File: src/sv/lzrd_pkg.sv
// Package with the types and constants of the LZ ring decompressor.
package lzrd_pkg;

	localparam int RING_DEPTH = 1024;
	localparam int RING_AW = $clog2(RING_DEPTH);
	localparam logic [RING_AW-1:0] START_POS = RING_AW'(990);
	localparam int CNT_W = 6;
	localparam int Q_DEPTH = 4;
	localparam int Q_AW = $clog2(Q_DEPTH);

	localparam logic [1:0] KIND_LIT = 2'd0;
	localparam logic [1:0] KIND_ABS = 2'd1;
	localparam logic [1:0] KIND_REL = 2'd2;
	localparam logic [1:0] KIND_NOP = 2'd3;

	typedef struct packed {
		logic [1:0] kind;
		logic [RING_AW-1:0] arg;
		logic [CNT_W-1:0] cnt;
		logic clr;
	} cmd_t;

	typedef struct packed {
		logic valid;
		cmd_t cmd;
	} cmd_req_t;

	typedef struct packed {
		logic [7:0] data;
		logic last;
	} res_t;

	typedef struct packed {
		logic valid;
		res_t res;
	} res_req_t;

endpackage

File: src/sv/lzrd_front.sv
// Stream parser that turns compressed bytes into ring commands.
module lzrd_front (
	input logic clk,
	input logic arst_n,
	input logic [7:0] data_byte,
	input logic last_byte,
	input logic take,
	output lzrd_pkg::cmd_req_t req
);
	import lzrd_pkg::*;

	localparam logic [1:0] PH_FLAG = 2'd0;
	localparam logic [1:0] PH_TOKEN = 2'd1;
	localparam logic [1:0] PH_INDEX = 2'd2;
	localparam logic [1:0] PH_RUN = 2'd3;

	logic [1:0] phase_q, phase_n;
	logic [7:0] flags_q, flags_n;
	logic [3:0] tokens_q, tokens_n;
	logic [6:0] run_q, run_n;
	logic [7:0] fcb_q, fcb_n;
	logic has_out;
	logic done;

	always_comb begin
		phase_n = phase_q;
		flags_n = flags_q;
		tokens_n = tokens_q;
		run_n = run_q;
		fcb_n = fcb_q;
		has_out = 1'b0;
		done = 1'b0;
		req.valid = 1'b0;
		req.cmd.kind = KIND_LIT;
		req.cmd.arg = {2'b00, data_byte};
		req.cmd.cnt = CNT_W'(1);
		req.cmd.clr = last_byte;
		unique case (phase_q)
			PH_TOKEN: begin
				if (!flags_q[0]) begin
					has_out = 1'b1;
					done = 1'b1;
				end else if (!data_byte[7]) begin
					fcb_n = data_byte;
					phase_n = PH_INDEX;
				end else if (!data_byte[6]) begin
					has_out = 1'b1;
					req.cmd.kind = KIND_REL;
					req.cmd.arg = {6'b000000, data_byte[3:0]};
					req.cmd.cnt = {4'b0000, data_byte[5:4]} + CNT_W'(2);
					done = 1'b1;
				end else begin
					run_n = {1'b0, data_byte[5:0]} + 7'd8;
					phase_n = PH_RUN;
				end
			end
			PH_INDEX: begin
				has_out = 1'b1;
				req.cmd.kind = KIND_ABS;
				req.cmd.arg = {fcb_q[1:0], data_byte};
				req.cmd.cnt = {1'b0, fcb_q[6:2]} + CNT_W'(3);
				done = 1'b1;
			end
			PH_RUN: begin
				has_out = 1'b1;
				run_n = run_q - 7'd1;
				done = (run_q == 7'd1);
			end
			default: begin
				flags_n = data_byte;
				tokens_n = 4'd8;
				phase_n = PH_TOKEN;
			end
		endcase
		if (done) begin
			flags_n = flags_q >> 1;
			tokens_n = tokens_q - 4'd1;
			phase_n = (tokens_q == 4'd1) ? PH_FLAG : PH_TOKEN;
		end
		if (!has_out) begin
			req.cmd.kind = KIND_NOP;
		end
		req.valid = take && (has_out || last_byte);
	end

	always_ff @(posedge clk or negedge arst_n) begin
		if (!arst_n) begin
			phase_q <= PH_FLAG;
			flags_q <= '0;
			tokens_q <= '0;
			run_q <= '0;
			fcb_q <= '0;
		end else if (take) begin
			if (last_byte) begin
				phase_q <= PH_FLAG;
				flags_q <= '0;
				tokens_q <= '0;
				run_q <= '0;
				fcb_q <= '0;
			end else begin
				phase_q <= phase_n;
				flags_q <= flags_n;
				tokens_q <= tokens_n;
				run_q <= run_n;
				fcb_q <= fcb_n;
			end
		end
	end

endmodule

File: config.mk
export PLATFORM = sky130hd
export DESIGN_NAME = lzrd_front
export DESIGN_NICKNAME = d
export VERILOG_FILES = /design/src/sv/lzrd_pkg.sv /design/src/sv/lzrd_front.sv
export SDC_FILE = /design/constraint.sdc
export NUM_CORES = 1
export LEC_CHECK = 0
export BUFFER_PORTS_ARGS = -buffer_cell sky130_fd_sc_hd__buf_2
export CELL_PAD_IN_SITES_DETAIL_PLACEMENT = 1
export CELL_PAD_IN_SITES_GLOBAL_PLACEMENT = 2
export CORE_UTILIZATION = 30
export DETAILED_ROUTE_END_ITERATION = 10
export PLACE_DENSITY = 0.82
export REMOVE_ABC_BUFFERS = 1
export SLEW_MARGIN = 30
export SYNTH_ARGS = -nofsm -noshare
export SYNTH_HDL_FRONTEND = slang
export SYNTH_SLANG_ARGS = --single-unit
export TNS_END_PERCENT = 20
File: constraint.sdc
create_clock -name clk -period 1.8 [get_ports clk]
set_input_delay 0.36 -clock clk [delete_from_list [all_inputs] [get_ports clk]]
set_output_delay 0.36 -clock clk [all_outputs]
set_load 0.05 [all_outputs]
==> Word-level counts from Yosys, hierarchy flattened <==
Cells that the tools add are included.
Widths: inputs -> output; s select.
{ "word_totals": {"ff_bits": 28, "inputBits": 12, "out_inout_bits": 20, "word_cells": 66} }
{ "classes": {"addsub": 5, "eq_ne": 13, "muxes": 32, "reduce_logical": 11} }
{ "op_table": {"columns": ["cell", "count"], "rows": [
  ["$mux 7", 8],
  ["$mux 18", 3],
  ["$pmux 18 s2", 1],
  ["$mux 8", 3],
  ["$pmux 7 s2", 1],
  ["$mux 2", 6],
  ["$mux 4", 3],
  ["$ne 3x3->1 const B", 3],
  ["$reduce_and 4->1", 2],
  ["$add 6x4->7 const B", 1],
  ["$eq 7x1->1 const B", 1],
  ["$sub 7x1->7 const B", 1],
  ["$add 5x2->6 const B", 1],
  ["$ne 3x1->1 const B", 2],
  ["$ne 5x5->1 const B", 1],
  ["$reduce_and 5->1", 1],
  ["$eq 2x2->1 const B", 2],
  ["$eq 4x1->1 const B", 1],
  ["$mux 1", 4],
  ["$ne 4x4->1 const B", 1],
  ["$pmux 2 s2", 1],
  ["$reduce_bool 2->1", 2],
  ["$sub 4x1->4 const B", 1],
  ["$add 2x2->3 const B", 1],
  ["10 further kinds", 10]
]} }

==> Logic depth before layout (Yosys ltp) <==
{ "logic_depth": {"ltp_word": 6, "depth_mapped": 9, "ltp_nobuf": 7} }

==> Worst setup path before layout <==
No wires, ideal clock.
{ "synth_timing": {"path_type": "register to output", "startpoint": "register phase_q[1]", "endpoint": "output req[6] (netlist name)", "arrival_time_ns": 2.079, "t_required_ns": 1.440, "setup_slack_ns": -0.639, "path_stages_with_launch": 5, "n_path_buf": 0, "cell_sequence": "dfrtp_1 inv_1 ha_1 nand2_1 a211oi_1"} }
{ "synth_lines": {"columns": ["item", "line_no", "source"], "rows": [
  ["start, declared", "lzrd_front.sv:17", "logic [1:0] phase_q, phase_n;"],
  ["start signal, assigned", "lzrd_front.sv:101", "phase_q <= phase_n;"],
  ["end, declared", "lzrd_front.sv:8", "output lzrd_pkg::cmd_req_t req"]
]} }

==> flow_summary.toml <==
[run_status]
run_status = "complete, but fails checks"
violations = "negative setup slack"

[clocking]
h-tree-depth = 1
cts_buffer_depth = 2
clkLatencyLatePin_ns = 0.29
clock-sinks = 28
cts-root-buf = "clkbuf_8"
cts_buffers = 3
hold_buffers = 0
clk_transition_reported_paths_ns = 0.11
cts_tree = "built"

[route]
drc = 0
post_drt_wl_per_cell_um = 17.3
dr_total_vias = 2016
drtPass1Iterations = 4
drtIter0Drc = 59
viasPerCell = 5.26
ant_nets = 0
wirelength_mm = 6.64

[synth]
async_flop_share_pct = 100
synthAdderAreaFrac_pct = 7.13
yosys_warnings = 0
synth_area_per_cell_um2 = 8.46
syn_inst = 228
synth_edf_count = 0
synth-seq-area-share_pct = 36.3
ys_ff_latch = 28
yosys.area_share.xor_xnor_pct = 1.36
synthMuxAreaShare_pct = 0
synth_compound_area_share_pct = 22.2
synth_top_family_by_area = "simple AND/OR/NAND/NOR gates"
synth.distinct_cells = 49
netlist_area_um2 = 1930
yosys.area_share.simple_pct = 26.3
ys.flop_type = "dfrtp_1"

[setup_path]
cp_data_required_time_ns = 1.44
start_kind = "flop"
r2r_end = "run_q[6]$_DFFE_PN0P_"
r2r-start = "phase_q[0]$_DFFE_PN0P_"
reg2reg_setup_slack_ns = -0.22
r2r_cells = 9
worstSetupEndpointType = "primary output"
crit_path_max_fanout = 4
critPathArrivalTime_ns = 1.87
path_class = "reg -> out"

[timing]
fin_ws_ns = -0.430
worst_pin_slew_ns = 0.684
fin_crit_ns = 2.23
final_max_slew_viol_count = 0
finalClockSkew_ns = 0.00839
setup_viol = 32
slew_headroom_pct = 54.4
fin_crit_sh_pct = 124
hold_viol = 0
rsz0062_at_grt = "true"
max_freq_mhz = 448
holdWs_ns = 0.0926

[worst_hold_path]
min_path_type = "in -> async"

[place]
place_ws_ns = -0.317
place_hpwl_mm = 4.58
io_buffers = 31
gp_congestion = 0.814

[power_and_ir_drop]
p_leak_nw = 1.35
peakVddDrop_v = 0.00129
power_density_nw_per_um2 = 1760

[layout]
diodes = 0
final_net_count = 332
syn_to_final_growth_pct = 57.3
fill_cells = 700
post-route-util_pct = 50.1
final_cell_mix = "buf_4, dfrtp_1, nand2_1"
multi_input_area_um2 = 1380
drive_gt1_share_pct = 48.1
final_common_cell = "buf_4"
regArea_um2 = 701

[grt]
antenna_found_initial = 0
grt_pass1_wl_mm = 10.4
first_global_vias = 2149
grt_max_degree = 29
grt-ovfl-total = 0
grt_usage_pct = 20.8

[floorplan]
core_area_um2 = 6060
rows = 28
die_x_um = 82.2
dieHeight_um = 82.2
start_util_pct = 31.8
ios = 32
die-area_um2 = 6760

[job]
drv_cap = 0
-- layout make-up --
type,count,share of cell area [%]
multi-input cells,175,45.5
repair buffers,90,24.6
flip-flops and latches,28,23.1
well taps,75,3.09
clock buffers,3,1.36
inverters,11,1.36
clock inverters,1,0.990
-- synth_stat cells (3+ instances only) --
cell type | n | area (µm²)
nand2_1 | 27 | 101
o31ai_1 | 5 | 37.5
dfrtp_1 | 28 | 701
nor2b_1 | 6 | 37.5
a221o_1 | 3 | 30.0
a21oi_1 | 5 | 25.0
buf_4 | 7 | 52.6
a221oi_1 | 7 | 61.3
inv_1 | 11 | 41.3
or3_1 | 4 | 25.0
nand2b_1 | 11 | 68.8
nor3_1 | 7 | 35.0
o21ai_0 | 19 | 95.1
o22ai_1 | 3 | 18.8
ha_1 | 11 | 138
clkbuf_1 | 4 | 15.0
nor2_1 | 25 | 93.8
-- where the power goes --
| group | switching [mW] | internal (mW) |
|---|---|---|
| combinational | 1.98 | 1.76 |
| sequential | 0.220 | 0.855 |
| clock | 0.231 | 0.299 |
| total | 2.43 | 2.91 |
-- metal layers --
metal | global-route usage, % | part of all wire (%)
met1 | 25.6 | 44
met2 | 38.5 | 53
met3 | 1.98 | 1.8
met4 | 5.26 | 1.5
met5 | 0 | 0
-- worst max-delay path, cell delays in order, from the launching register on --
cell	delay [ns]
dfrtp_1	0.43
buf_6	0.14
ha_4	0.17
nand3b_1	0.10
and3_4	0.18
nor2b_4	0.16
nor2_2	0.06
o21a_1	0.19
buf_6	0.16
-- state kept, by name, indices dropped and copies added, names as in the netlist --
register  count
flags_q       8
fcb_q         7
phase_q       2
tokens_q      4
run_q         7
-- worst max-delay path by stage --
stage | cells after the start | slack (ns) | startpoint | endpoint
global route | 8 | -0.52 | phase_q[0]$_DFFE_PN0P_ | req[19]
finish | 8 | -0.43 | phase_q[0]$_DFFE_PN0P_ | req[19]
detailed placement | 9 | -0.32 | phase_q[1]$_DFFE_PN0P_ | req[18]
global placement | 8 | -0.19 | phase_q[1]$_DFFE_PN0P_ | req[19]
floorplan | 4 | -0.64 | phase_q[1]$_DFFE_PN0P_ | req[6]
CTS | 7 | -0.40 | phase_q[1]$_DFFE_PN0P_ | req[3]
-- through the flow --
stage / TNS [ns] / power [mW] / std cells / instance area, µm²
floorplan: -7.60 / 2.58 / 214 / 1840
global placement: -3.81 / 3.63 / 366 / 2450
detailed placement: -5.44 / 3.71 / 366 / 2450
CTS: -5.70 / 5.01 / 378 / 2880
global route: -8.80 / 5.69 / 383 / 3030
finish: -6.03 / 5.34 / 383 / 3030
-- cell families (layout without fill, tap and decap cells) --
family                   Yosys count  in the layout
buffers and inverters             25            105
XOR/XNOR                           3              3
AO/OA/AOI/OAI                     61             61
flip-flops                        28             28
AND/OR/NAND/NOR                  100            100
adder cells (fa/ha/maj)           11             11
-- timing repair --
action                     CTS  global route
resized for setup           74            33
pin swaps                   13            10
cloned                       0             2
buffers inserted             8             3
setup endpoints to repair   36            36
Note: power is estimated with default switching activity, not from simulation.
