==> src/sv/lzrd_pkg.sv <==
// Package with the types and constants of the LZ ring decompressor.
package lzrd_pkg;

	localparam int RING_DEPTH = 1024;
	localparam int RING_AW = $clog2(RING_DEPTH);
	localparam logic [RING_AW-1:0] START_POS = RING_AW'(990);
	localparam int CNT_W = 6;
	localparam int Q_DEPTH = 4;
	localparam int Q_AW = $clog2(Q_DEPTH);

	localparam logic [1:0] KIND_LIT = 2'd0;
	localparam logic [1:0] KIND_ABS = 2'd1;
	localparam logic [1:0] KIND_REL = 2'd2;
	localparam logic [1:0] KIND_NOP = 2'd3;

	typedef struct packed {
		logic [1:0] kind;
		logic [RING_AW-1:0] arg;
		logic [CNT_W-1:0] cnt;
		logic clr;
	} cmd_t;

	typedef struct packed {
		logic valid;
		cmd_t cmd;
	} cmd_req_t;

	typedef struct packed {
		logic [7:0] data;
		logic last;
	} res_t;

	typedef struct packed {
		logic valid;
		res_t res;
	} res_req_t;

endpackage

==> src/sv/lzrd_cmdq.sv <==
// Short command queue between the parser and the ring engine.
module lzrd_cmdq (
	input logic clk,
	input logic arst_n,
	input lzrd_pkg::cmd_req_t wr,
	input logic rd,
	output logic full,
	output logic empty,
	output lzrd_pkg::cmd_t head
);
	import lzrd_pkg::*;

	cmd_t q_mem [Q_DEPTH];
	logic [Q_AW-1:0] wr_ptr_q;
	logic [Q_AW-1:0] rd_ptr_q;
	logic [Q_AW:0] cnt_q;

	assign full = (cnt_q == (Q_AW+1)'(Q_DEPTH));
	assign empty = (cnt_q == '0);
	assign head = q_mem[rd_ptr_q];

	always_ff @(posedge clk) begin
		if (wr.valid) begin
			q_mem[wr_ptr_q] <= wr.cmd;
		end
	end

	always_ff @(posedge clk or negedge arst_n) begin
		if (!arst_n) begin
			wr_ptr_q <= '0;
			rd_ptr_q <= '0;
			cnt_q <= '0;
		end else begin
			if (wr.valid) begin
				wr_ptr_q <= wr_ptr_q + 1'b1;
			end
			if (rd) begin
				rd_ptr_q <= rd_ptr_q + 1'b1;
			end
			if (wr.valid && !rd) begin
				cnt_q <= cnt_q + 1'b1;
			end else if (!wr.valid && rd) begin
				cnt_q <= cnt_q - 1'b1;
			end
		end
	end

endmodule

==> config.mk <==
export PLATFORM = sky130hd
export DESIGN_NAME = lzrd_cmdq
export DESIGN_NICKNAME = d
export VERILOG_FILES = /design/src/sv/lzrd_pkg.sv /design/src/sv/lzrd_cmdq.sv
export SDC_FILE = /design/constraint.sdc
export NUM_CORES = 1
export LEC_CHECK = 0
export BUFFER_PORTS_ARGS = -buffer_cell sky130_fd_sc_hd__buf_2
export CAP_MARGIN = 10
export CORE_MARGIN = 3
export CORE_UTILIZATION = 40
export DETAILED_ROUTE_END_ITERATION = 6
export HOLD_SLACK_MARGIN = 0.08
export SLEW_MARGIN = 20
export SYNTH_ARGS = -nofsm -noshare
export SYNTH_HDL_FRONTEND = slang
export SYNTH_SLANG_ARGS = --single-unit
export TNS_END_PERCENT = 20
==> constraint.sdc <==
create_clock -name clk -period 1.57 [get_ports clk]
set_clock_uncertainty 0.15 [all_clocks]
set_input_delay 0.314 -clock clk [delete_from_list [all_inputs] [get_ports clk]]
set_output_delay 0.314 -clock clk [all_outputs]
set_load 0.02 [all_outputs]
# After elaboration in Yosys (flattened, before gate mapping)
# Memories as Yosys holds them, arrays and structs flattened.
# Cells that the tools add are included.
dict set report totals {
  ff_bits 7
  ramBits 76
  input_bits 23
  output_inout_bits 21
  word_cells 19
  mem_count 1
}
dict set report op_classes {
  n_addsub 4
  eq_ne 1
  mux 4
  n_reduce_logical 6
}
# memory words word_bits read_ports rd_clocked_by_memory_dff write_ports line
set memory_table {}
lappend memory_table {q_mem 4 19 1 0 1 lzrd_cmdq.sv:13} ;# cmd_t q_mem [Q_DEPTH];
# operator count
set ops {}
lappend ops {{3-bit two-way mux} 2}
lappend ops {{2-bit by 1-bit adder with 2-bit output (second input constant)} 2}
lappend ops {{3-bit by 1-bit adder with 3-bit output (second input constant)} 1}
lappend ops {{3-bit == test (second input constant)} 1}
lappend ops {{3-bit logical NOT} 1}
lappend ops {{3-bit by 1-bit subtractor with 3-bit output (second input constant)} 1}
lappend ops {{1-bit logical AND} 2}
lappend ops {{1-bit logical NOT} 2}
lappend ops {{1-bit two-way mux} 2}
lappend ops {{2-bit nonzero test} 1}

# Logic depth before layout (Yosys ltp)
# Gate-level depths: netlist of run 1.
dict set report logic_depth {
  ltp_word 4
  ltp_mapped 7
  ltp_nobuf 7
}

# Least setup slack after synthesis of run 1
# Ideal clock, no wire load.
dict set report synth_timing {
  kind {register to register}
  startpoint {register wr_ptr_q[0]}
  endpoint {memory q_mem[0][0] in the netlist's numbering, enable pin}
  setup_ps 377
  t_arrival_ps 1119
  required_ps 1043
  setup_slack_ps -76
  path_stages_with_launch 4
  n_path_buf 0
  synth_period_minus_slack_ps 1646
  cell_sequence {dfrtp_1 inv_1 ha_1 and2_1}
}
# item line
set synth_lines {}
lappend synth_lines {{start: declaration} lzrd_cmdq.sv:14} ;# logic [Q_AW-1:0] wr_ptr_q;
lappend synth_lines {{start signal: assignment} lzrd_cmdq.sv:35} ;# wr_ptr_q <= wr_ptr_q + 1'b1;
lappend synth_lines {{end: declaration} lzrd_cmdq.sv:13}
# Straight into the memory's write port.

==> reports/metrics.yaml, run 1 <==
worst_setup_path:
  crit_fanout: 7
  cp-end-kind: "primary output"
  critical_path.top_delay_family: "multiplexers"
  cp_num_buf_inv: 2
  setup.worst_path.start: "rd_ptr_q[0]"
  critPathLaunchType: "flip-flop"
  timing.rr.start: "cnt_q[0]"
  r2r_slack_ps: -60
  cp_slowest_cell: "mux4_2"
  reg2reg_to: "cnt_q[2]"
  critical_path_arrival_ps: 1590
  slowest_delay_ps: 500
  crit_path_end: "head[9]"
  r2r_cells: 4
  crit_type: "flip-flop to primary output"
  worstPathCellList: "buf_8 > mux4_2 > buf_2"
  worstPathRequired_ps: 1110
  worst-path-stages: 3
yosys:
  avgSynthCellArea_um2: 23.6
  seq_area_frac_synth_pct: 78.3
  yosysWarnings: 0
  synth_compound_area_share_pct: 0.160
  synth_xor_area_share_pct: 1.68
  synth_fa_ha_area_share_pct: 2.63
  synth_cell_types: 18
  netlist_area_mm2: 0.00314
  synth_nets: 162
  synth_top_family_by_area: "multiplexers"
  muxShareOfSynthArea_pct: 14.1
  synthSimpleGateAreaFrac_pct: 1.56
  ys_ff_latch: 83
  postSynthCellCount: 133
detailed_routing:
  wire_per_inst_um: 16.8
  viasPerCell: 4.73
  wl_um: 5440
  met3WireLength_um: 261
  first_pass_iters: 4
  drc_errors: 0
  routed.top_layer: "met4"
  drt-met1-wl_um: 2220
  drtIter0Drc: 70
  drtAntennaViolNets: 0
  met2WireLength_um: 2900
  num_vias: 1532
layout:
  diodes: 0
  multi_input_area_um2: 643
  final_cells: 324
  area_growth_pct: 31.9
  final_util_pct: 55.5
  regArea_mm2: 0.00246
  fillCellCount: 585
  nets: 250
  drive_gt1_share_pct: 44.9
global_routing:
  antenna_found_initial: 0
  grt_pass1_wl_um: 8710
  gr-usage-all-layers_pct: 13.6
  first_global_vias: 1684
  grt_overflow: 0
  grt_max_degree: 20
worst_hold_path:
  holdCritPathClass: "input pin to flip-flop"
clock_network:
  cts_buffers: 9
  clk_pin_slew_ps: 70
  cts_tree: "yes"
  root_buffer: "clkbuf_8"
  clk_latency_ps: 340
  cts.sinks: 83
  clock_path_buffers: 2
  htreeDepth: 3
sta:
  fmax_mhz: 486
  setup_violations: 22
  fin_crit_sh_pct: 131
  fin_ws_ps: -486
  rsz0062_at_grt: "true"
  hold_viol: 0
  worst_slew_pin_slew_ps: 320
  slew_violations: 0
  min_period_ps: 2060
  max_slew_margin_pct: 78.7
placement:
  hpwl_um: 3610
  portBuffers: 43
  gp_congestion: 0.645
  numPlacedInstances: 288
flow_run:
  drv_cap: 0
die:
  die_h_um: 94.6
  dieWidth_um: 94.6
  rows: 31
  initial_core_util_pct: 42.1
  die-area_mm2: 0.00894
  core_area_mm2: 0.00745
  ios: 44
run_status:
  violations: "negative setup slack"
  status: "complete, but fails checks"
pwr:
  peakVddDrop_v: 0.00109
  p_leak_nw: 1.50
  power_density_mw_per_mm2: 1810
==> stage by stage <==
step / setup TNS (ps) / total power (W) / instance area (um^2) / hold slack [ps] / setup slack [ps]
2_1_floorplan: -2860 / 0.00472 / 3140 / -132 / -70.7
3_3_place_gp: -3250 / 0.00554 / 3610 / 11.0 / -186
3_5_place_dp: -4310 / 0.00565 / 3610 / 11.3 / -200
4_1_cts: -10240 / 0.00738 / 4070 / 106 / -561
5_1_grt: -11220 / 0.00789 / 4140 / 105 / -564
6_report: -8990 / 0.00750 / 4140 / 125 / -486
==> final cells by class <==
cell class / count / area share (%)
inverters: 4 / 0.363
flip-flops and latches: 83 / 59.5
repair buffers: 81 / 17.2
well taps: 99 / 2.99
clock inverters: 5 / 1.33
multi-input cells: 42 / 15.5
clock buffers: 10 / 3.09
==> cells by family (layout without fill, tap and decap cells) <==
logic type | count (synthesis) | count (layout)
flops | 83 | 83
mux | 20 | 20
simple gates | 9 | 9
buf+inv | 8 | 100
fa+ha+maj | 6 | 6
xor+xnor | 6 | 6
compound gates | 1 | 1
==> Yosys cell counts <==
cell type | n | share of area, %
ha_1 | 5 | 2.0
o21ai_0 | 1 | 0.16
nor3b_1 | 1 | 0.24
edfxtp_1 | 76 | 73
nor2_1 | 1 | 0.12
mux2_2 | 1 | 0.36
buf_6 | 2 | 0.72
inv_1 | 4 | 0.48
buf_2 | 2 | 0.32
nor3_1 | 1 | 0.16
xor2_1 | 4 | 1.1
and2_1 | 4 | 0.80
xnor2_1 | 2 | 0.56
mux4_1 | 1 | 0.84
mux4_2 | 18 | 13
fa_1 | 1 | 0.64
nand2_1 | 2 | 0.24
dfrtp_1 | 7 | 5.6
==> worst min-delay path by stage <==
stage	startpoint	endpoint	slack (ps)	depth (start not counted)
3_5_place_dp	arst_n	cnt_q[1]	10	1
5_1_grt	rd	rd_ptr_q[0]	110	3
6_report	rd	rd_ptr_q[0]	130	3
2_1_floorplan	arst_n	cnt_q[0]	-130	0
4_1_cts	rd	rd_ptr_q[0]	110	3
3_3_place_gp	arst_n	cnt_q[1]	10	1
==> worst register-to-register path, cell delays in order (launching register included) <==
cell	delay, ps
dfrtp_2	450
fa_1	440
xor2_1	170
nor2_1	130
xor2_1	200
==> registers in the layout, indices dropped and copies added (netlist names) <==
| name | cells |
|---|---|
| rd_ptr_q | 2 |
| cnt_q | 3 |
| q_mem | 76 |
| wr_ptr_q | 2 |
==> report_power, final <==
group          internal (W)  leakage [nW]  switching [W]
registers           0.00292         0.777       0.000188
clock network      0.000721        0.0898       0.000693
logic               0.00157         0.634        0.00140
==> placed cells by master, fill, tap and decap left out <==
cell type / n
nand2_1: 2
buf_4: 14
edfxtp_1: 76
clkbuf_8: 9
dfrtp_1: 4
clkinvlp_4: 1
o21ai_0: 1
xnor2_1: 2
bufinv_16: 1
mux2_2: 1
inv_1: 4
dlygate4sd3_1: 20
nor2_1: 1
xor2_1: 4
clkinv_1: 1
clkbuf_1: 1
mux4_2: 19
buf_12: 4
clkinv_4: 1
clkinv_2: 1
nor3_2: 1
buf_8: 1
nor3b_2: 1
buf_6: 16
buf_2: 26
ha_1: 5
fa_1: 1
and2_1: 2
and2_4: 2
dfrtp_2: 3
==> layer usage <==
layer  up-vias  GRT usage, %
met5         -             0
li1        712             -
met2        33          22.7
met4         0          5.05
met3         5          4.70
met1       782          16.3
==> repair_timing <==
item	CTS	global route
resized for setup	24	22
hold buffers	20	0
pin swaps	2	1
cloned	0	0
buffers inserted	1	0
hold endpoints to repair	83	0
setup endpoints to repair	41	55
(Power assumes the default switching activity.)
==> run 2: changes to the inputs <==
PLACE_DENSITY_LB_ADDON = 0.05   (was unset)
==> reports/metrics.yaml, run 2 (synthesis results as in run 1) <==
worst_setup_path:
  setup.worst_path.start: "rd_ptr_q[0]"
  worstPathRequired_ps: 1110
  crit_type: "flip-flop to primary output"
  cp-end-kind: "primary output"
  r2r_cells: 4
  timing.rr.start: "cnt_q[1]"
  crit_fanout: 6
  critPathLaunchType: "flip-flop"
  critical_path_arrival_ps: 1630
clock_network:
  cts_tree: "yes"
  cts.sinks: 83
  clock_path_buffers: 2
  root_buffer: "clkbuf_8"
  cts_buffers: 9
  clk_pin_slew_ps: 80
  clk_latency_ps: 330
  htreeDepth: 3
detailed_routing:
  wl_um: 5600
  drc_errors: 0
  drtAntennaViolNets: 0
  first_pass_iters: 4
  wire_per_inst_um: 17.0
  drtIter0Drc: 47
  num_vias: 1556
  viasPerCell: 4.73
placement:
  dp_slack_ps: -223
  portBuffers: 43
  hpwl_um: 3790
  numPlacedInstances: 292
  gp_congestion: 0.683
layout:
  final_common_cell: "edfxtp_1"
  multi_input_area_um2: 641
  final_cell_mix: "76 x edfxtp_1, 32 x buf_2, 20 x dlygate4sd3_1, 19 x mux4_2, 17 x buf_4"
  diodes: 0
  drive_gt1_share_pct: 46.1
  fillCellCount: 616
  regArea_mm2: 0.00246
  top_register: "q_mem"
  area_growth_pct: 34.3
  final_cells: 329
  reg_top3: "q_mem x76, cnt_q x3"
  largest_register_ffs: 76
  nets: 254
global_routing:
  grt_overflow: 0
  gr-usage-all-layers_pct: 13.8
  grt_max_degree: 20
  first_global_vias: 1737
  antenna_found_initial: 0
  grt_pass1_wl_um: 9020
run_status:
  violations: "negative setup slack"
  status: "complete, but fails checks"
die:
  die_h_um: 94.6
  ios: 44
  die-area_mm2: 0.00894
  rows: 31
  initial_core_util_pct: 42.1
  core_area_mm2: 0.00745
  dieWidth_um: 94.6
worst_hold_path:
  min_path_cells: 3
  hp-start: "rd"
  holdCritPathClass: "input pin to flip-flop"
sta:
  max_slew_margin_pct: 79.3
  fin_crit_sh_pct: 133
  slew_violations: 0
  hold_slack_ps: 110
  rsz0062_at_grt: "true"
  fmax_mhz: 477
  worst_slew_pin_slew_ps: 310
  setup_violations: 21
  hold_viol: 0
  fin_ws_ps: -526
  min_period_ps: 2100
pwr:
  power_density_mw_per_mm2: 1900
  peakVddDrop_v: 0.000841
  p_leak_nw: 1.55
  finalPower_w: 0.00799
flow_run:
  drv_cap: 0
## run 2: cell types whose count changed in the layout (fill, tap and decap cells not counted), moves of 2 or more
cell	before	now
bufinv_16	1	4
buf_6	16	11
buf_2	26	32
buf_4	14	17
inv_6	0	2
## run 2: metal layers
layer	wire, um	track usage, %	up-vias	part of all wire [%]
met2	2930	23.1	33	52
li1	-	-	722	-
met5	0	0	-	0
met3	225	3.35	9	4.0
met1	2380	17.2	792	42
met4	70	5.77	0	1.2
## run 2: area by class of cell
cell class                 instances  share of cell area, %
clock inverter                     7                   3.48
tap                               99                   2.94
timing repair buffer              85                   16.7
inverter                           4                  0.357
clock buffer                       9                   2.94
multi-input combinational         42                   15.2
sequential                        83                   58.4
## run 2: worst max-delay path: stages, from the launching register on
cell and delay [ps]:
dfrtp_2 440, buf_8 160, mux4_2 530, buf_6 160
## run 2: worst paths after layout
check | endpoint | slack (ps)
max | head[3] | -530
min | rd_ptr_q[0] | 110
max reg2reg | cnt_q[2] | 40
min reg2reg | cnt_q[2] | 370
max in group asynchronous | rd_ptr_q[0] | 910
min in group asynchronous | cnt_q[0] | 180
## run 2: power breakdown
group          leakage, nW  switching, W  internal, W
sequential           0.778      0.000180      0.00292
clock                0.134      0.000766      0.00123
combinational        0.639       0.00141      0.00149
## run 2: stage by stage
step | area (um^2) | setup TNS (ps) | util [%]
after floorplan | 3140 | -2860 | -
after global placement | 3640 | -3850 | 48.9
after detailed placement | 3640 | -5370 | 48.9
after CTS | 4210 | -10320 | 56.5
after global routing | 4210 | -11320 | 56.6
final | 4210 | -9650 | 56.6
## run 2: repair_timing
| item | 4_1_cts | 5_1_grt |
|---|---|---|
| hold buffers | 20 | 0 |
| gates resized for setup | 31 | 1 |
| endpoints found under the setup margin | 40 | 22 |
| hold endpoints to repair | 83 | 0 |
| pin swaps | 2 | 0 |
| setup buffers | 1 | 0 |
==> run 3: changes to the inputs <==
CORE_MARGIN = 1   (was 3)
CTS_CLUSTER_DIAMETER = 100   (was unset)
==> reports/metrics.yaml, run 3 (synthesis results as in run 1) <==
pwr:
  clockPowerShare_pct: 21.4
  finalPower_w: 0.00746
  intPower_w: 0.00520
  switching_share_pct: 30.3
  pwr-share-comb_pct: 36.6
  switchingPower_w: 0.00226
  sequentialPowerShare_pct: 42.0
  p_leak_nw: 1.49
  power_density_mw_per_mm2: 1810
  peakVddDrop_v: 0.000860
placement:
  hpwl_um: 3490
  portBuffers: 43
  gp_congestion: 0.706
sta:
  hold_slack_ps: 114
  rsz0062_at_grt: "true"
  slew_violations: 0
  worst_slew_pin_slew_ps: 187
  fin_crit_sh_pct: 134
  setup_violations: 20
  fin_ws_ps: -539
  fmax_mhz: 474
  min_period_ps: 2110
  hold_viol: 0
  max_slew_margin_pct: 87.6
global_routing:
  grt_max_degree: 20
  grt_overflow: 0
  first_global_vias: 1688
  gr-usage-all-layers_pct: 14.4
  antenna_found_initial: 0
  grt_pass1_wl_um: 8700
detailed_routing:
  viasPerCell: 4.79
  wl_um: 5340
  drtIter0Drc: 78
  first_pass_iters: 4
  drc_errors: 0
  num_vias: 1548
  wire_per_inst_um: 16.5
  drtAntennaViolNets: 0
clock_network:
  clk_latency_ps: 340
  cts_setup_buffers: 0
  root_buffer: "clkbuf_8"
  cts.sinks: 83
  cts_buffers: 9
  clock_path_buffers: 2
  clk_pin_slew_ps: 70
  htreeDepth: 3
  cts_tree: "yes"
worst_setup_path:
  r2r_slack_ps: 10
  critical_path.top_delay_family: "multiplexers"
  slowest_delay_ps: 500
  crit_fanout: 7
  crit_type: "flip-flop to primary output"
  worstPathCellList: "buf_12 > mux4_2 > buf_2"
  reg2reg_to: "cnt_q[2]"
  cp_slowest_cell: "mux4_2"
  timing.rr.start: "cnt_q[0]"
  r2r_cells: 4
  critPathLaunchType: "flip-flop"
  cp-end-kind: "primary output"
  cp_num_buf_inv: 2
  worst-path-stages: 3
  critical_path_arrival_ps: 1650
  worstPathRequired_ps: 1110
layout:
  regArea_mm2: 0.00246
  top_register: "q_mem"
  drive_gt1_share_pct: 43.8
  nets: 248
  largest_register_ffs: 76
  area_growth_pct: 31.1
  reg_top3: "q_mem x76, cnt_q x3"
  fillCellCount: 597
  diodes: 0
  final_cell_mix: "76 x edfxtp_1, 35 x buf_2, 20 x dlygate4sd3_1, 19 x mux4_2, 11 x buf_4"
  multi_input_area_um2: 639
  final_common_cell: "edfxtp_1"
die:
  die-area_mm2: 0.00820
  core_area_mm2: 0.00741
  dieWidth_um: 90.6
  initial_core_util_pct: 42.3
  die_h_um: 90.6
  ios: 44
  rows: 31
worst_hold_path:
  min_path_cells: 3
  holdCritPathClass: "input pin to flip-flop"
  min_to: "rd_ptr_q[0]"
  hp-start: "rd"
run_status:
  status: "complete, but fails checks"
  violations: "negative setup slack"
flow_run:
  drv_cap: 0
[run 3: changes by cell type in the layout (fill, tap and decap cells not counted), moves of 2 or more]
cell and change:
buf_12 +2, buf_2 +3, buf_4 -6, buf_6 -4, buf_8 -2, bufinv_16 -2
clkinv_1 +2, inv_6 -2
[run 3: area by class of cell]
| class | count | share of cell area (%) |
|---|---|---|
| sequential | 83 | 59.9 |
| tap | 99 | 3.01 |
| clock buffer | 10 | 3.10 |
| clock inverter | 6 | 1.95 |
| timing repair buffer | 79 | 16.2 |
| multi-input combinational | 42 | 15.6 |
| inverter | 4 | 0.365 |
[run 3: per-layer routing]
layer | global-route usage (%) | up-vias | share of wire, %
li1 | - | 713 | -
met3 | 3.11 | 11 | 3.7
met4 | 7.26 | 0 | 2.0
met5 | 0 | - | 0
met1 | 18.6 | 787 | 44
met2 | 22.9 | 37 | 51
[run 3: metrics by stage]
step           utilization (%)  TNS [ps]  worst slack, ps  area, um^2  std cells
2_1_floorplan                -     -2860            -70.7        3140        133
3_3_place_gp              48.9     -2800             -183        3620        286
3_5_place_dp              48.9     -3040             -198        3620        286
4_1_cts                   55.1    -10760             -574        4080        323
5_1_grt                   55.5    -11150             -588        4110        323
6_report                  55.5     -9980             -539        4110        323
[run 3: worst max path at each step]
stage	slack (ps)	endpoint	startpoint
5_1_grt	-590	head[9]	rd_ptr_q[0]
4_1_cts	-570	head[9]	rd_ptr_q[0]
6_report	-540	head[18]	rd_ptr_q[0]
3_5_place_dp	-200	head[14]	rd_ptr_q[0]
3_3_place_gp	-180	head[14]	rd_ptr_q[0]
2_1_floorplan	-70	q_mem[2][0]	wr_ptr_q[0]
[run 3: worst register-to-register path: cells and delay by family, from the launching register on]
kind                       cells  cell delay, ps
xor gates and xnor gates       2             310
adders and majority gates      1             440
DFF                            1             450
and+or+nand+nor                1             130
[run 3: power by group through the flow]
stage	sequential [W]	clock, W	combinational, W
5_1_grt	0.00317	0.00172	0.00294
3_5_place_dp	0.00314	0	0.00250
3_3_place_gp	0.00311	0	0.00248
4_1_cts	0.00312	0.00163	0.00274
6_report	0.00313	0.00160	0.00273
2_1_floorplan	0.00308	0	0.00163
[run 3: timing repair]
action                                  CTS  global route
hold buffers                             20             0
hold endpoints to repair                 83             0
endpoints found under the setup margin   22            22
resized for setup                        12            10
pin swaps                                 1             2
gates cloned                              1             0
