File: src/sv/lzrd_pkg.sv
// Package with the types and constants of the LZ ring decompressor.
package lzrd_pkg;

	localparam int RING_DEPTH = 1024;
	localparam int RING_AW = $clog2(RING_DEPTH);
	localparam logic [RING_AW-1:0] START_POS = RING_AW'(990);
	localparam int CNT_W = 6;
	localparam int Q_DEPTH = 4;
	localparam int Q_AW = $clog2(Q_DEPTH);

	localparam logic [1:0] KIND_LIT = 2'd0;
	localparam logic [1:0] KIND_ABS = 2'd1;
	localparam logic [1:0] KIND_REL = 2'd2;
	localparam logic [1:0] KIND_NOP = 2'd3;

	typedef struct packed {
		logic [1:0] kind;
		logic [RING_AW-1:0] arg;
		logic [CNT_W-1:0] cnt;
		logic clr;
	} cmd_t;

	typedef struct packed {
		logic valid;
		cmd_t cmd;
	} cmd_req_t;

	typedef struct packed {
		logic [7:0] data;
		logic last;
	} res_t;

	typedef struct packed {
		logic valid;
		res_t res;
	} res_req_t;

endpackage

File: src/sv/lzrd_resq.sv
// Result queue that holds decompressed bytes until they are taken.
module lzrd_resq (
	input logic clk,
	input logic arst_n,
	input lzrd_pkg::res_req_t wr,
	input logic rd,
	output logic full,
	output logic empty,
	output lzrd_pkg::res_t head
);
	import lzrd_pkg::*;

	res_t q_mem [Q_DEPTH];
	logic [Q_AW-1:0] wr_ptr_q;
	logic [Q_AW-1:0] rd_ptr_q;
	logic [Q_AW:0] cnt_q;

	assign full = (cnt_q == (Q_AW+1)'(Q_DEPTH));
	assign empty = (cnt_q == '0);
	assign head = q_mem[rd_ptr_q];

	always_ff @(posedge clk) begin
		if (wr.valid) begin
			q_mem[wr_ptr_q] <= wr.res;
		end
	end

	always_ff @(posedge clk or negedge arst_n) begin
		if (!arst_n) begin
			wr_ptr_q <= '0;
			rd_ptr_q <= '0;
			cnt_q <= '0;
		end else begin
			if (wr.valid) begin
				wr_ptr_q <= wr_ptr_q + 1'b1;
			end
			if (rd) begin
				rd_ptr_q <= rd_ptr_q + 1'b1;
			end
			if (wr.valid && !rd) begin
				cnt_q <= cnt_q + 1'b1;
			end else if (!wr.valid && rd) begin
				cnt_q <= cnt_q - 1'b1;
			end
		end
	end

endmodule

File: config.mk
export PLATFORM = sky130hd
export DESIGN_NAME = lzrd_resq
export DESIGN_NICKNAME = d
export VERILOG_FILES = /design/src/sv/lzrd_pkg.sv /design/src/sv/lzrd_resq.sv
export SDC_FILE = /design/constraint.sdc
export NUM_CORES = 1
export LEC_CHECK = 0
export ABC_AREA = 0
export ABC_CLOCK_PERIOD_IN_PS = 1700
export BUFFER_PORTS_ARGS = -buffer_cell sky130_fd_sc_hd__buf_2
export CAP_MARGIN = 20
export CORE_MARGIN = 2
export CORE_UTILIZATION = 55
export CTS_CLUSTER_DIAMETER = 40
export DETAILED_ROUTE_END_ITERATION = 12
export GPL_ROUTABILITY_DRIVEN = 0
export PLACE_DENSITY_LB_ADDON = 0.12
export SYNTH_ARGS = -nofsm -noshare
export SYNTH_HDL_FRONTEND = slang
export SYNTH_SLANG_ARGS = --single-unit
File: constraint.sdc
create_clock -name clk -period 1.7 [get_ports clk]
set_input_delay 0.17 -clock clk [delete_from_list [all_inputs] [get_ports clk]]
set_output_delay 0.17 -clock clk [all_outputs]
set_load 0.02 [all_outputs]
Yosys cells after proc, flatten, opt, wreduce, memory -nomap -nowiden
Memory sizes are Yosys's and may differ from the RTL's.
Cells that the tools add are included.
Widths: inputs -> output; s select.
Storage, ports and cells
  bits in registers: 7
  bits in writable memories: 36
  input bits: 13
  output and inout bits: 11
  word-level logic and storage cells: 19
  memories: 1
Memory list
  q_mem: words 4, bits a word 9, read ports 1, clocked after Yosys merged registers in 0, write ports 1, line lzrd_resq.sv:13  | res_t q_mem [Q_DEPTH];
Operators by class
  add/sub/neg operators: 4
  eq/ne operators: 1
  multiplexer cells: 4
  reduce and logical (&&, ||, !) cells: 6
Operator list (count)
  $mux 3: 2
  $add 2x1->2 const B: 2
  $add 3x1->3 const B: 1
  $eq 3x3->1 const B: 1
  $logic_not 3->1: 1
  $sub 3x1->3 const B: 1
  $logic_and 1x1->1: 2
  $logic_not 1->1: 2
  $mux 1: 2
  $reduce_bool 2->1: 1

Logic depth before layout (Yosys ltp)
Gate-level depths: netlist of the first run.
  depth after elaboration: 4
  mapped depth: 7
  gate-level depth less buffers: 7

Worst setup path before layout of the first run
OpenSTA, ideal clock, no wires.
  path kind: reg-to-reg
  start point: register cnt_q[0]
  end point: register cnt_q[2]
  library setup time: 0.079 ns
  arrival time: 1.237 ns
  required time: 1.621 ns
  setup slack: 0.384 ns
  stages on the path, launching flop included: 5
  path buffers: 0
  period minus slack after synthesis: 1.316 ns
  cells stage by stage: dfrtp_1 -> fa_1 -> xor2_1 -> nor2_1 -> xor2_1
Between the ends
  word-level cells in the longest chain between the ends: 3
  elaborated cells on any way between the ends: 4
  those cells by class: 2 x add/sub; 2 x mux
RTL lines
  start, declared: line lzrd_resq.sv:16  | logic [Q_AW:0] cnt_q;
  start signal, assigned: line lzrd_resq.sv:41  | cnt_q <= cnt_q + 1'b1;
  start signal, assigned: line lzrd_resq.sv:43  | cnt_q <= cnt_q - 1'b1;
  $sub 3x1->3: line lzrd_resq.sv:43
  $mux 3: line lzrd_resq.sv:42  | end else if (!wr.valid && rd) begin
  $mux 3 *: line lzrd_resq.sv:40  | if (wr.valid && !rd) begin
Every way passes the cells marked *; elsewhere a longest branch is shown, timed or not. The select of a mux whose other input is x is not followed.
A chain may end at the register's enable or synchronous reset.

==> key figures, run 1 <==
Synth
  • Ranking of synthesized cells by area: edfxtp_1 (64%), mux4_2 (11%), dfrtp_1 (10%)
  • Adder-Cell Fraction of Synth Area: 0.0487
  • Post-synthesis mux area share: 0.129
  • XOR/XNOR Fraction of Synth Area: 0.0310
  • Yosys reg bits: 43
  • Synth Warn #: 0
  • Synth top area share: 0.638
  • Simple-gate share of the synthesized area: 0.0288
  • Post-synthesis compound-gate area fraction: 0.00295
  • Synthesized area: 0.00169 sq mm
  • Post-synth EDFFs: 36
  • Most numerous cell in the Yosys netlist: edfxtp_1
  • FFs w/ async S/R, synth: 0.163
  • Most frequent cells after synthesis: edfxtp_1 (36), mux4_2 (8), dfrtp_1 (7)
  • Ys flop type: edfxtp_1
  • Mean Syn Cell Area: 20.9 sq um
  • Synth Instances: 81
  • Area leader, netlist: edfxtp_1
  • Post-synthesis sequential area ratio: 0.742
  • Largest family of logic cells by synthesized area: multiplexers
  • Yosys cell types: 18
  • Syn nets: 100

Critical path
  • Nature of the critical path endpoint: primary output
  • Worst EP arrival: 1590 ps
  • Slowest stage delay, CP: 520 ps
  • Critical path type: flop to primary output
  • R2r worst-path depth: 4
  • Slowest CP cell: mux4_2
  • CP delay by family, top: multiplexers
  • Crit path max fanout: 4
  • Critical path depth: 3
  • R2R Setup Slk: 290 ps
  • CP dominant cell by count: buf_6
  • Critical-path cell list: buf_6 > mux4_2 > buf_6
  • R2r startpoint: cnt_q[0]
  • CP Data Required Time: 1530 ps
  • FF-to-FF End: cnt_q[2]
  • Crit path buffers/inverters: 2
  • Nature of the critical path startpoint: flop

Floorplan
  • Row count: 20
  • Starting density of the core: 0.564
  • Die span in y: 59.5 um
  • Core area: 0.00300 sq mm
  • Boundary Pins: 24
  • Die area: 0.00354 sq mm
  • Die extent in x: 59.5 um

Layout
  • NumNets Final: 136
  • Diodes inserted: 0
  • Area Overhead vs Synth: 18.7%
  • Share of layout cells above drive strength 1: 0.398
  • Final Util: 0.670
  • Non-filler cells, final: 151
  • Fillers: 204

Status
  • Violated checks: setup timing
  • Status: complete, but fails checks

Clock tree
  • H-tree levels: 2
  • Root buffer cell: clkbuf_4
  • Clock-pin slew on the worst setup and hold paths: 110 ps
  • Skew-Pair Late Insertion Delay: 340 ps
  • CTS Sinks: 43
  • CTS tree: done
  • Total CTS buffers: 5
  • CTS Buffer Depth: 2

Global route
  • Total gr overflow: 0
  • Initial antenna violation count: 0
  • First-pass GRT wire length: 3.88 mm
  • Vias in the first global route: 854
  • Global Route Usage Sum: 0.160
  • Largest net degree at the start of global routing: 14

STA
  • FMAX: 0.568 GHz
  • Post-layout min period: 1760 ps
  • Endpoints failing hold: 0
  • Final Max Tran Viols: 0
  • RSZ-0062 raised after global routing: yes
  • Setup-failing EPs final: 9
  • Worst Tran Pin Value: 433 ps
  • Crit share post-route: 1.04
  • Fin worst setup slack: -62.1 ps
  • Relative slew slack: 0.711
  • Worst Skew: 7.44 ps

Min path
  • Hold path startpoint: rd
  • Hold Path Class: input port to flop
  • Hold Path Sink: rd_ptr_q[0]
  • Worst hold path stage count: 2

Routing
  • Residual DRC count: 0
  • Routed wire per std cell: 16.0 um
  • Via density per instance: 5.24
  • 1st-iter DRT viols: 25
  • Vias: 791
  • ANT nets after route: 0
  • Drt first pass iters: 4
  • Final WL: 2.41 mm

Power
  • Clock power share: 0.138
  • Proportion of power drawn by flip-flops and latches: 0.470
  • Leakage power: 0.763 nW
  • Sw frac: 0.317
  • Final Total Pwr: 3.34 mW
  • Switching pwr: 1.06 mW
  • Power per cell area: 1660 mW/mm^2
  • Max VDD drop: 0.856 mV
  • Logic gate share of total power: 0.392
  • Int Pwr: 2.28 mW

Flow run
  • Max cap viols: 0

Place
  • Post-detail-place hpwl: 1.69 mm
  • Placed insts: 141
  • Port Buf Inserts: 23
sequential cells by signal, indices dropped and copies added, names as in the netlist:
| signal | count |
|---|---|
| wr_ptr_q | 2 |
| q_mem | 36 |
| rd_ptr_q | 2 |
| cnt_q | 3 |
worst reg2reg max path, cell delays in order, from the launching register on:
cell     delay [ps]
dfrtp_1         450
fa_1            450
xor2_1          170
nor2_1          110
xor2_1          160
repair_timing:
action / CTS / global route
setup buffers: 1 / 0
endpoints found under the setup margin: 9 / 9
gates resized for setup: 21 / 0
hold buffers: 1 / 0
endpoints found under the hold margin: 7 / 0
gates cloned: 0 / 0
worst max-delay path by stage:
| stage | from | endpoint | slack [ps] |
|---|---|---|---|
| final | rd_ptr_q[0] | head[3] | -60 |
| after floorplan | cnt_q[0] | cnt_q[2] | 380 |
| after global placement | wr[9] | cnt_q[2] | 250 |
| after detailed placement | wr[9] | cnt_q[2] | 200 |
| after global routing | rd_ptr_q[0] | head[2] | -140 |
| after CTS | rd_ptr_q[0] | head[2] | -90 |
placed cells by master (no fill, tap or decap), drive strengths merged:
master	instances
mux2	1
mux4	9
edfxtp	36
nor3b	1
o21ai	1
clkinvlp	1
and2	4
dfrtp	7
nor3	1
nand2	2
ha	5
inv	4
nor2	1
xor2	4
clkinv	1
clkbuf	6
fa	1
xnor2	2
buf	30
dlygate4sd3	1
power groups by stage:
| stage | Sequential (mW) | Combinational (mW) | Clock, mW |
|---|---|---|---|
| global route | 1.60 | 1.41 | 0.526 |
| detailed placement | 1.60 | 1.09 | 0 |
| global placement | 1.59 | 1.07 | 0 |
| floorplan | 1.52 | 0.826 | 0 |
| CTS | 1.57 | 1.34 | 0.486 |
| finish | 1.57 | 1.31 | 0.462 |
metal layers:
layer | GRT usage | wire, um | up-vias
li1 | - | - | 381
met1 | 0.193 | 1020 | 385
met2 | 0.257 | 1260 | 18
met3 | 0.0393 | 73 | 7
met4 | 0.102 | 53 | 0
met5 | 0 | 0 | -
cells by family (layout without fill, tap and decap cells):
kind of cell	Yosys count	count (layout)
DFF	43	43
muxes	10	10
and+or+nand+nor	9	9
adders and majority gates	6	6
xor gates and xnor gates	6	6
buffers and inverters	6	43
AOI/OAI and AO/OA	1	1
area by class of cell:
type | count | area (sq um) | area share
multi-input combinational | 32 | 403 | 0.200
tap | 33 | 41.3 | 0.0205
timing repair buffer | 31 | 241 | 0.120
clock inverter | 2 | 12.5 | 0.00622
inverter | 4 | 15.0 | 0.00747
sequential | 43 | 1260 | 0.625
clock buffer | 6 | 41.3 | 0.0205
stage by stage:
step	hold slack [ps]	setup slack (ps)	TNS, ps	cell area (sq um)
6_report	33.4	-62.1	-495	2010
5_1_grt	12.9	-141	-1140	2010
4_1_cts	11.9	-86.3	-702	2010
3_5_place_dp	16.7	204	0	1880
3_3_place_gp	10.3	250	0	1880
2_1_floorplan	-126	384	0	1690
No activity file was read; power rests on OpenSTA's default activity.
==> run 2, diff against run 1 <==
--- a/config.mk
+++ b/config.mk
@@ -6,11 +6,11 @@
 export NUM_CORES = 1
 export LEC_CHECK = 0
 export ABC_AREA = 0
-export ABC_CLOCK_PERIOD_IN_PS = 1700
+export ABC_CLOCK_PERIOD_IN_PS = 1600
 export BUFFER_PORTS_ARGS = -buffer_cell sky130_fd_sc_hd__buf_2
 export CAP_MARGIN = 20
 export CORE_MARGIN = 2
-export CORE_UTILIZATION = 55
+export CORE_UTILIZATION = 50
 export CTS_CLUSTER_DIAMETER = 40
 export DETAILED_ROUTE_END_ITERATION = 12
 export GPL_ROUTABILITY_DRIVEN = 0
==> constraint.sdc (replaced) <==
create_clock -name clk -period 1.6 [get_ports clk]
set_input_delay 0.16 -clock clk [delete_from_list [all_inputs] [get_ports clk]]
set_output_delay 0.16 -clock clk [all_outputs]
set_load 0.02 [all_outputs]
==> run 2 against run 1 <==
- the run still ends with setup timing left
- non-clock buffer count grew 10
- final area rose by 6.8%
- worst hold slack worse by 8.4 ps
- wire length up 8.7%
- critical path type unchanged
==> key figures, run 2 (synthesis results as in run 1) <==
Place
  • Post-detail-place hpwl: 1.84 mm (+8.8%)
  • Placed insts: 157 (+11%)
  • Port Buf Inserts: 23 (unchanged)
  • Placed Area: 0.00194 sq mm (+3.4%)

Status
  • Violated checks: setup timing
  • Status: complete, but fails checks

Clock tree
  • Root buffer cell: clkbuf_4
  • H-tree levels: 2 (unchanged)
  • CTS Buffer Depth: 2 (unchanged)
  • Clock-pin slew on the worst setup and hold paths: 120 ps (about the same)
  • CTS Sinks: 43 (unchanged)
  • CTS tree: done
  • Total CTS buffers: 5 (unchanged)
  • Skew-Pair Late Insertion Delay: 350 ps (about the same)

Critical path
  • Nature of the critical path endpoint: primary output
  • Worst EP arrival: 1560 ps (-30 ps)
  • CP dominant cell by count: buf_6
  • Critical-path cell list: buf_6 > mux4_2 > buf_6
  • Slowest CP cell: mux4_2
  • Slowest stage delay, CP: 520 ps (about the same)
  • Crit path buffers/inverters: 2 (unchanged)
  • CP delay by family, top: multiplexers
  • Nature of the critical path startpoint: flop
  • Critical path type: flop to primary output
  • CP Data Required Time: 1440 ps (-90 ps)
  • Crit path max fanout: 5 (+1)

Layout
  • Biggest register: q_mem
  • Non-filler cells, final: 174 (+15%)
  • Final Cell Area: 0.00215 sq mm (+6.8%)
  • Largest regs: q_mem: 36 flops, cnt_q: 3 flops
  • Fillers: 237 (+16%)
  • Share of layout cells above drive strength 1: 0.398 (about the same)
  • Diodes inserted: 0 (unchanged)
  • Max reg flops: 36 (unchanged)
  • Area Overhead vs Synth: 26.8%
  • Most frequent cells in the layout: edfxtp_1 (36), buf_2 (14), buf_6 (11)
  • Most common cell after layout, fill and taps aside: edfxtp_1
  • NumNets Final: 146 (+7.4%)

Global route
  • Initial antenna violation count: 0 (unchanged)
  • Largest net degree at the start of global routing: 15 (+1)
  • First-pass GRT wire length: 4.47 mm (+15%)
  • Global Route Usage Sum: 0.158 (-0.00218)
  • Total gr overflow: 0 (unchanged)
  • Vias in the first global route: 911 (+6.7%)

STA
  • Relative slew slack: 0.853 (+0.142)
  • Worst Skew: 6.30 ps (-1.14 ps)
  • FMAX: 0.583 GHz
  • Post-layout min period: 1720 ps
  • Worst Tran Pin Value: 220 ps (-213 ps)
  • Setup-failing EPs final: 9 (unchanged)
  • Fin worst setup slack: -117 ps (-54.6 ps)
  • Final setup TNS: -925 ps (-430 ps)
  • Final Max Tran Viols: 0 (unchanged)
  • Endpoints failing hold: 0 (unchanged)
  • RSZ-0062 raised after global routing: yes
  • Crit share post-route: 1.07

Routing
  • Via density per instance: 4.82 (-8.0%)
  • Vias: 839 (+6.1%)
  • Residual DRC count: 0 (unchanged)
  • Routed wire per std cell: 15.1 um (-5.7%)
  • Drt first pass iters: 2 (-2)
  • Final WL: 2.62 mm (+8.7%)
  • ANT nets after route: 0 (unchanged)
  • 1st-iter DRT viols: 25 (unchanged)

Power
  • Final Total Pwr: 3.69 mW (+10%)
  • Power per cell area: 1720 mW/mm^2 (+3.4%)
  • Leakage power: 0.813 nW (+6.5%)
  • Max VDD drop: 0.824 mV (-3.7%)

Floorplan
  • Die span in y: 62.2 um (+4.6%)
  • Row count: 21 (+5.0%)
  • Starting density of the core: 0.516 (-0.0484)
  • Die extent in x: 62.2 um (+4.6%)
  • Boundary Pins: 24 (unchanged)
  • Die area: 0.00387 sq mm (+9.3%)
  • Core area: 0.00328 sq mm (+9.4%)

Flow run
  • Max cap viols: 0 (unchanged)

Min path
  • Hold Path Class: input port to flop
-- run 2: cell types whose count changed in the layout (fill, tap and decap cells not counted) --
cell,change
dlygate4sd3_1,+7
buf_12,+2
buf_4,+1
clkbuf_1,-1
clkinvlp_4,+1
-- run 2: routing by layer --
metal / vias up / wire (um) / track usage
met5: - / 0 / 0
met4: 0 / 54 / 0.0750
met3: 7 / 93 / 0.0507
li1: 403 / - / -
met1: 412 / 1120 / 0.202
met2: 17 / 1350 / 0.247
-- run 2: worst paths after layout --
path / startpoint / slack (ps) / end / depth (start not counted)
min in group asynchronous: arst_n / 170 / wr_ptr_q[1] / 2
min: wr[8] / 30 / q_mem[3][8] / 1
max reg2reg: cnt_q[0] / 160 / cnt_q[2] / 4
max: rd_ptr_q[0] / -120 / head[3] / 3
max in group asynchronous: arst_n / 1280 / rd_ptr_q[0] / 2
min reg2reg: rd_ptr_q[1] / 480 / rd_ptr_q[1] / 1
-- run 2: cell type report --
class / count / area (sq um) / area share
clock inverters: 3 / 20.0 / 0.00932
well taps: 46 / 57.6 / 0.0268
repair buffers: 41 / 359 / 0.167
clock buffers: 5 / 37.5 / 0.0175
inverters: 4 / 15.0 / 0.00699
multi-input cells: 32 / 403 / 0.188
flip-flops and latches: 43 / 1260 / 0.585
-- run 2: where the power goes --
group	total (mW)	leakage (nW)	switching, mW	internal (mW)
Combinational	1.55	0.373	0.719	0.836
Clock	0.514	0.0272	0.346	0.168
Sequential	1.62	0.413	0.128	1.49
Total	3.69	0.813	1.19	2.50
-- run 2: through the flow --
stage / worst slack [ps] / utilization / hold slack, ps
after global routing: -207 / 0.654 / 8.07
after CTS: -150 / 0.645 / 0.515
after floorplan: 284 / - / -136
final: -117 / 0.654 / 25.0
after global placement: 194 / 0.592 / 0.712
after detailed placement: 84.9 / 0.592 / 4.85
-- run 2: worst reg2reg max path, cell delays in order (launching register included) --
cell and delay (ps):
dfrtp_1 460, fa_1 450, xor2_1 170, nor2_1 110, xor2_1 180
-- run 2: repair_timing --
action                     in CTS  in global routing
buffers inserted                1                  0
resized for setup              21                  0
hold buffers                    5                  3
gates cloned                    0                  0
setup endpoints to repair       9                  9
hold endpoints to repair       19                 11
==> run 3, diff against run 2 <==
--- a/config.mk
+++ b/config.mk
@@ -15,6 +15,7 @@
 export DETAILED_ROUTE_END_ITERATION = 12
 export GPL_ROUTABILITY_DRIVEN = 0
 export PLACE_DENSITY_LB_ADDON = 0.12
+export SETUP_SLACK_MARGIN = 0.1
 export SYNTH_ARGS = -nofsm -noshare
 export SYNTH_HDL_FRONTEND = slang
 export SYNTH_SLANG_ARGS = --single-unit
==> run 3 against run 2 <==
- the flow still finishes with violations (setup timing)
- final area hardly changed
- count of clock-buffer cells in the layout unchanged
- non-clock buffer count did not move
- combinational power hardly changed
- clock power about the same
- register-to-register slack is essentially flat
- flip-flop and latch count unchanged
- fmax hardly changed
- critical path type unchanged
- critical endpoint unchanged
- highest routed layer unchanged
==> key figures, run 3 (synthesis results as in run 1) <==
Status
  • Status: complete, but fails checks
  • Violated checks: setup timing

Floorplan
  • Core area: 0.00328 sq mm (unchanged)
  • Starting density of the core: 0.516 (unchanged)
  • Die area: 0.00387 sq mm (unchanged)
  • Row count: 21 (unchanged)
  • Boundary Pins: 24 (unchanged)
  • Die span in y: 62.2 um (unchanged)
  • Die extent in x: 62.2 um (unchanged)

Clock tree
  • Clock-pin slew on the worst setup and hold paths: 120 ps (about the same)
  • CTS Buffer Depth: 2 (unchanged)
  • H-tree levels: 2 (unchanged)
  • CTS Sinks: 43 (unchanged)
  • Root buffer cell: clkbuf_4
  • Total CTS buffers: 5 (unchanged)
  • Skew-Pair Late Insertion Delay: 350 ps (about the same)
  • CTS tree: done

Layout
  • Max reg flops: 36 (unchanged)
  • NumNets Final: 146 (unchanged)
  • Most frequent cells in the layout: edfxtp_1 (36), buf_2 (14), buf_6 (11)
  • Most common cell after layout, fill and taps aside: edfxtp_1
  • Diodes inserted: 0 (unchanged)
  • Area Overhead vs Synth: 26.9% (about the same)
  • Share of layout cells above drive strength 1: 0.406 (+0.00781)
  • Biggest register: q_mem
  • Largest regs: q_mem: 36 flops, cnt_q: 3 flops
  • Final Util: 0.654 (about the same)

STA
  • Endpoints failing hold: 0 (unchanged)
  • RSZ-0062 raised after global routing: yes
  • Crit share post-route: 1.07 (about the same)
  • Worst Skew: 6.30 ps (-0.00213 ps)
  • Final Max Tran Viols: 0 (unchanged)
  • Worst Tran Pin Value: 220 ps (unchanged)
  • Setup-failing EPs final: 9 (unchanged)
  • FMAX: 0.583 GHz (about the same)
  • Relative slew slack: 0.853 (unchanged)
  • Fin worst setup slack: -117 ps (+0.00300 ps)
  • Post-layout min period: 1720 ps (-0.00300 ps)

Critical path
  • Critical-path cell list: buf_6 > mux4_2 > buf_6
  • Worst EP arrival: 1560 ps (about the same)
  • Slowest stage delay, CP: 520 ps (about the same)
  • Nature of the critical path startpoint: flop
  • CP dominant cell by count: buf_6
  • Slowest CP cell: mux4_2
  • CP Data Required Time: 1440 ps (about the same)
  • Critical path type: flop to primary output
  • Crit path max fanout: 5 (unchanged)
  • Nature of the critical path endpoint: primary output
  • R2r worst-path depth: 4 (unchanged)

Power
  • Power per cell area: 1720 mW/mm^2 (about the same)
  • Final Total Pwr: 3.69 mW (about the same)
  • Leakage power: 0.812 nW (-0.12%)
  • Max VDD drop: 0.824 mV (about the same)

Routing
  • Via density per instance: 4.82 (unchanged)
  • ANT nets after route: 0 (unchanged)
  • Routed wire per std cell: 15.1 um (unchanged)
  • Final WL: 2.62 mm (unchanged)
  • 1st-iter DRT viols: 25 (unchanged)
  • Residual DRC count: 0 (unchanged)
  • Vias: 839 (unchanged)
  • Drt first pass iters: 2 (unchanged)

Global route
  • Total gr overflow: 0 (unchanged)
  • Initial antenna violation count: 0 (unchanged)
  • Vias in the first global route: 911 (unchanged)
  • Global Route Usage Sum: 0.158 (unchanged)
  • First-pass GRT wire length: 4.47 mm (unchanged)
  • Largest net degree at the start of global routing: 15 (unchanged)

Place
  • Port Buf Inserts: 23 (unchanged)
  • Post-detail-place hpwl: 1.84 mm (unchanged)

Min path
  • Hold Path Class: input port to flop
  • Worst hold path stage count: 1 (unchanged)

Flow run
  • Max cap viols: 0 (unchanged)
[run 3: cell counts in the layout (fill, tap and decap cells not counted)]
No cell type changed its count.
[run 3: critical path: cells and delay by family (launching register included)]
kind     cells  cell delay, ps
mux          1             520
buf+inv      2             300
flops        1             390
[run 3: per-stage QoR]
stage | TNS, ps | cells | setup WS, ps | hold WS, ps | area (sq um)
finish | -925 | 174 | -117 | 25.0 | 2150
global placement | 0 | 157 | 194 | 0.712 | 1940
floorplan | 0 | 81 | 284 | -136 | 1690
CTS | -1210 | 171 | -150 | 0.515 | 2120
detailed placement | 0 | 157 | 84.9 | 4.85 | 1940
global route | -1720 | 174 | -207 | 8.07 | 2150
[run 3: layout make-up]
cell class	count	area, sq um
inverters	4	15.0
multi-input cells	32	403
fillers	237	1130
flip-flops and latches	43	1260
well taps	46	57.6
clock inverters	3	20.0
repair buffers	41	359
clock buffers	5	37.5
[run 3: path summary, 6_finish.rpt]
| check | start | to | slack (ps) |
|---|---|---|---|
| min in group asynchronous | arst_n | wr_ptr_q[1] | 170 |
| worst min register to register | rd_ptr_q[1] | rd_ptr_q[1] | 480 |
| max in group asynchronous | arst_n | cnt_q[0] | 1270 |
| worst max-delay path | rd_ptr_q[0] | head[3] | -120 |
| worst min-delay path | wr[8] | q_mem[3][8] | 30 |
| worst max register to register | cnt_q[0] | cnt_q[2] | 170 |
[run 3: repair_timing]
action,in CTS,in global routing
endpoints found under the hold margin,19,11
hold buffers,5,3
buffers inserted,1,0
resized for setup,21,1
pin swaps,0,0
endpoints found under the setup margin,9,10
[run 3: routing by layer]
| metal | part of all wire | routed length [um] | vias up | global-route usage |
|---|---|---|---|---|
| met1 | 0.43 | 1120 | 412 | 0.202 |
| met2 | 0.51 | 1350 | 17 | 0.247 |
| met3 | 0.035 | 93 | 7 | 0.0507 |
| li1 | - | - | 403 | - |
| met5 | 0 | 0 | - | 0 |
| met4 | 0.021 | 54 | 0 | 0.0750 |
[run 3: power breakdown]
| part | internal, mW | leakage (nW) | switching [mW] |
|---|---|---|---|
| registers | 1.50 | 0.412 | 0.128 |
| clock network | 0.168 | 0.0272 | 0.346 |
| logic | 0.836 | 0.373 | 0.719 |
| total | 2.50 | 0.812 | 1.19 |
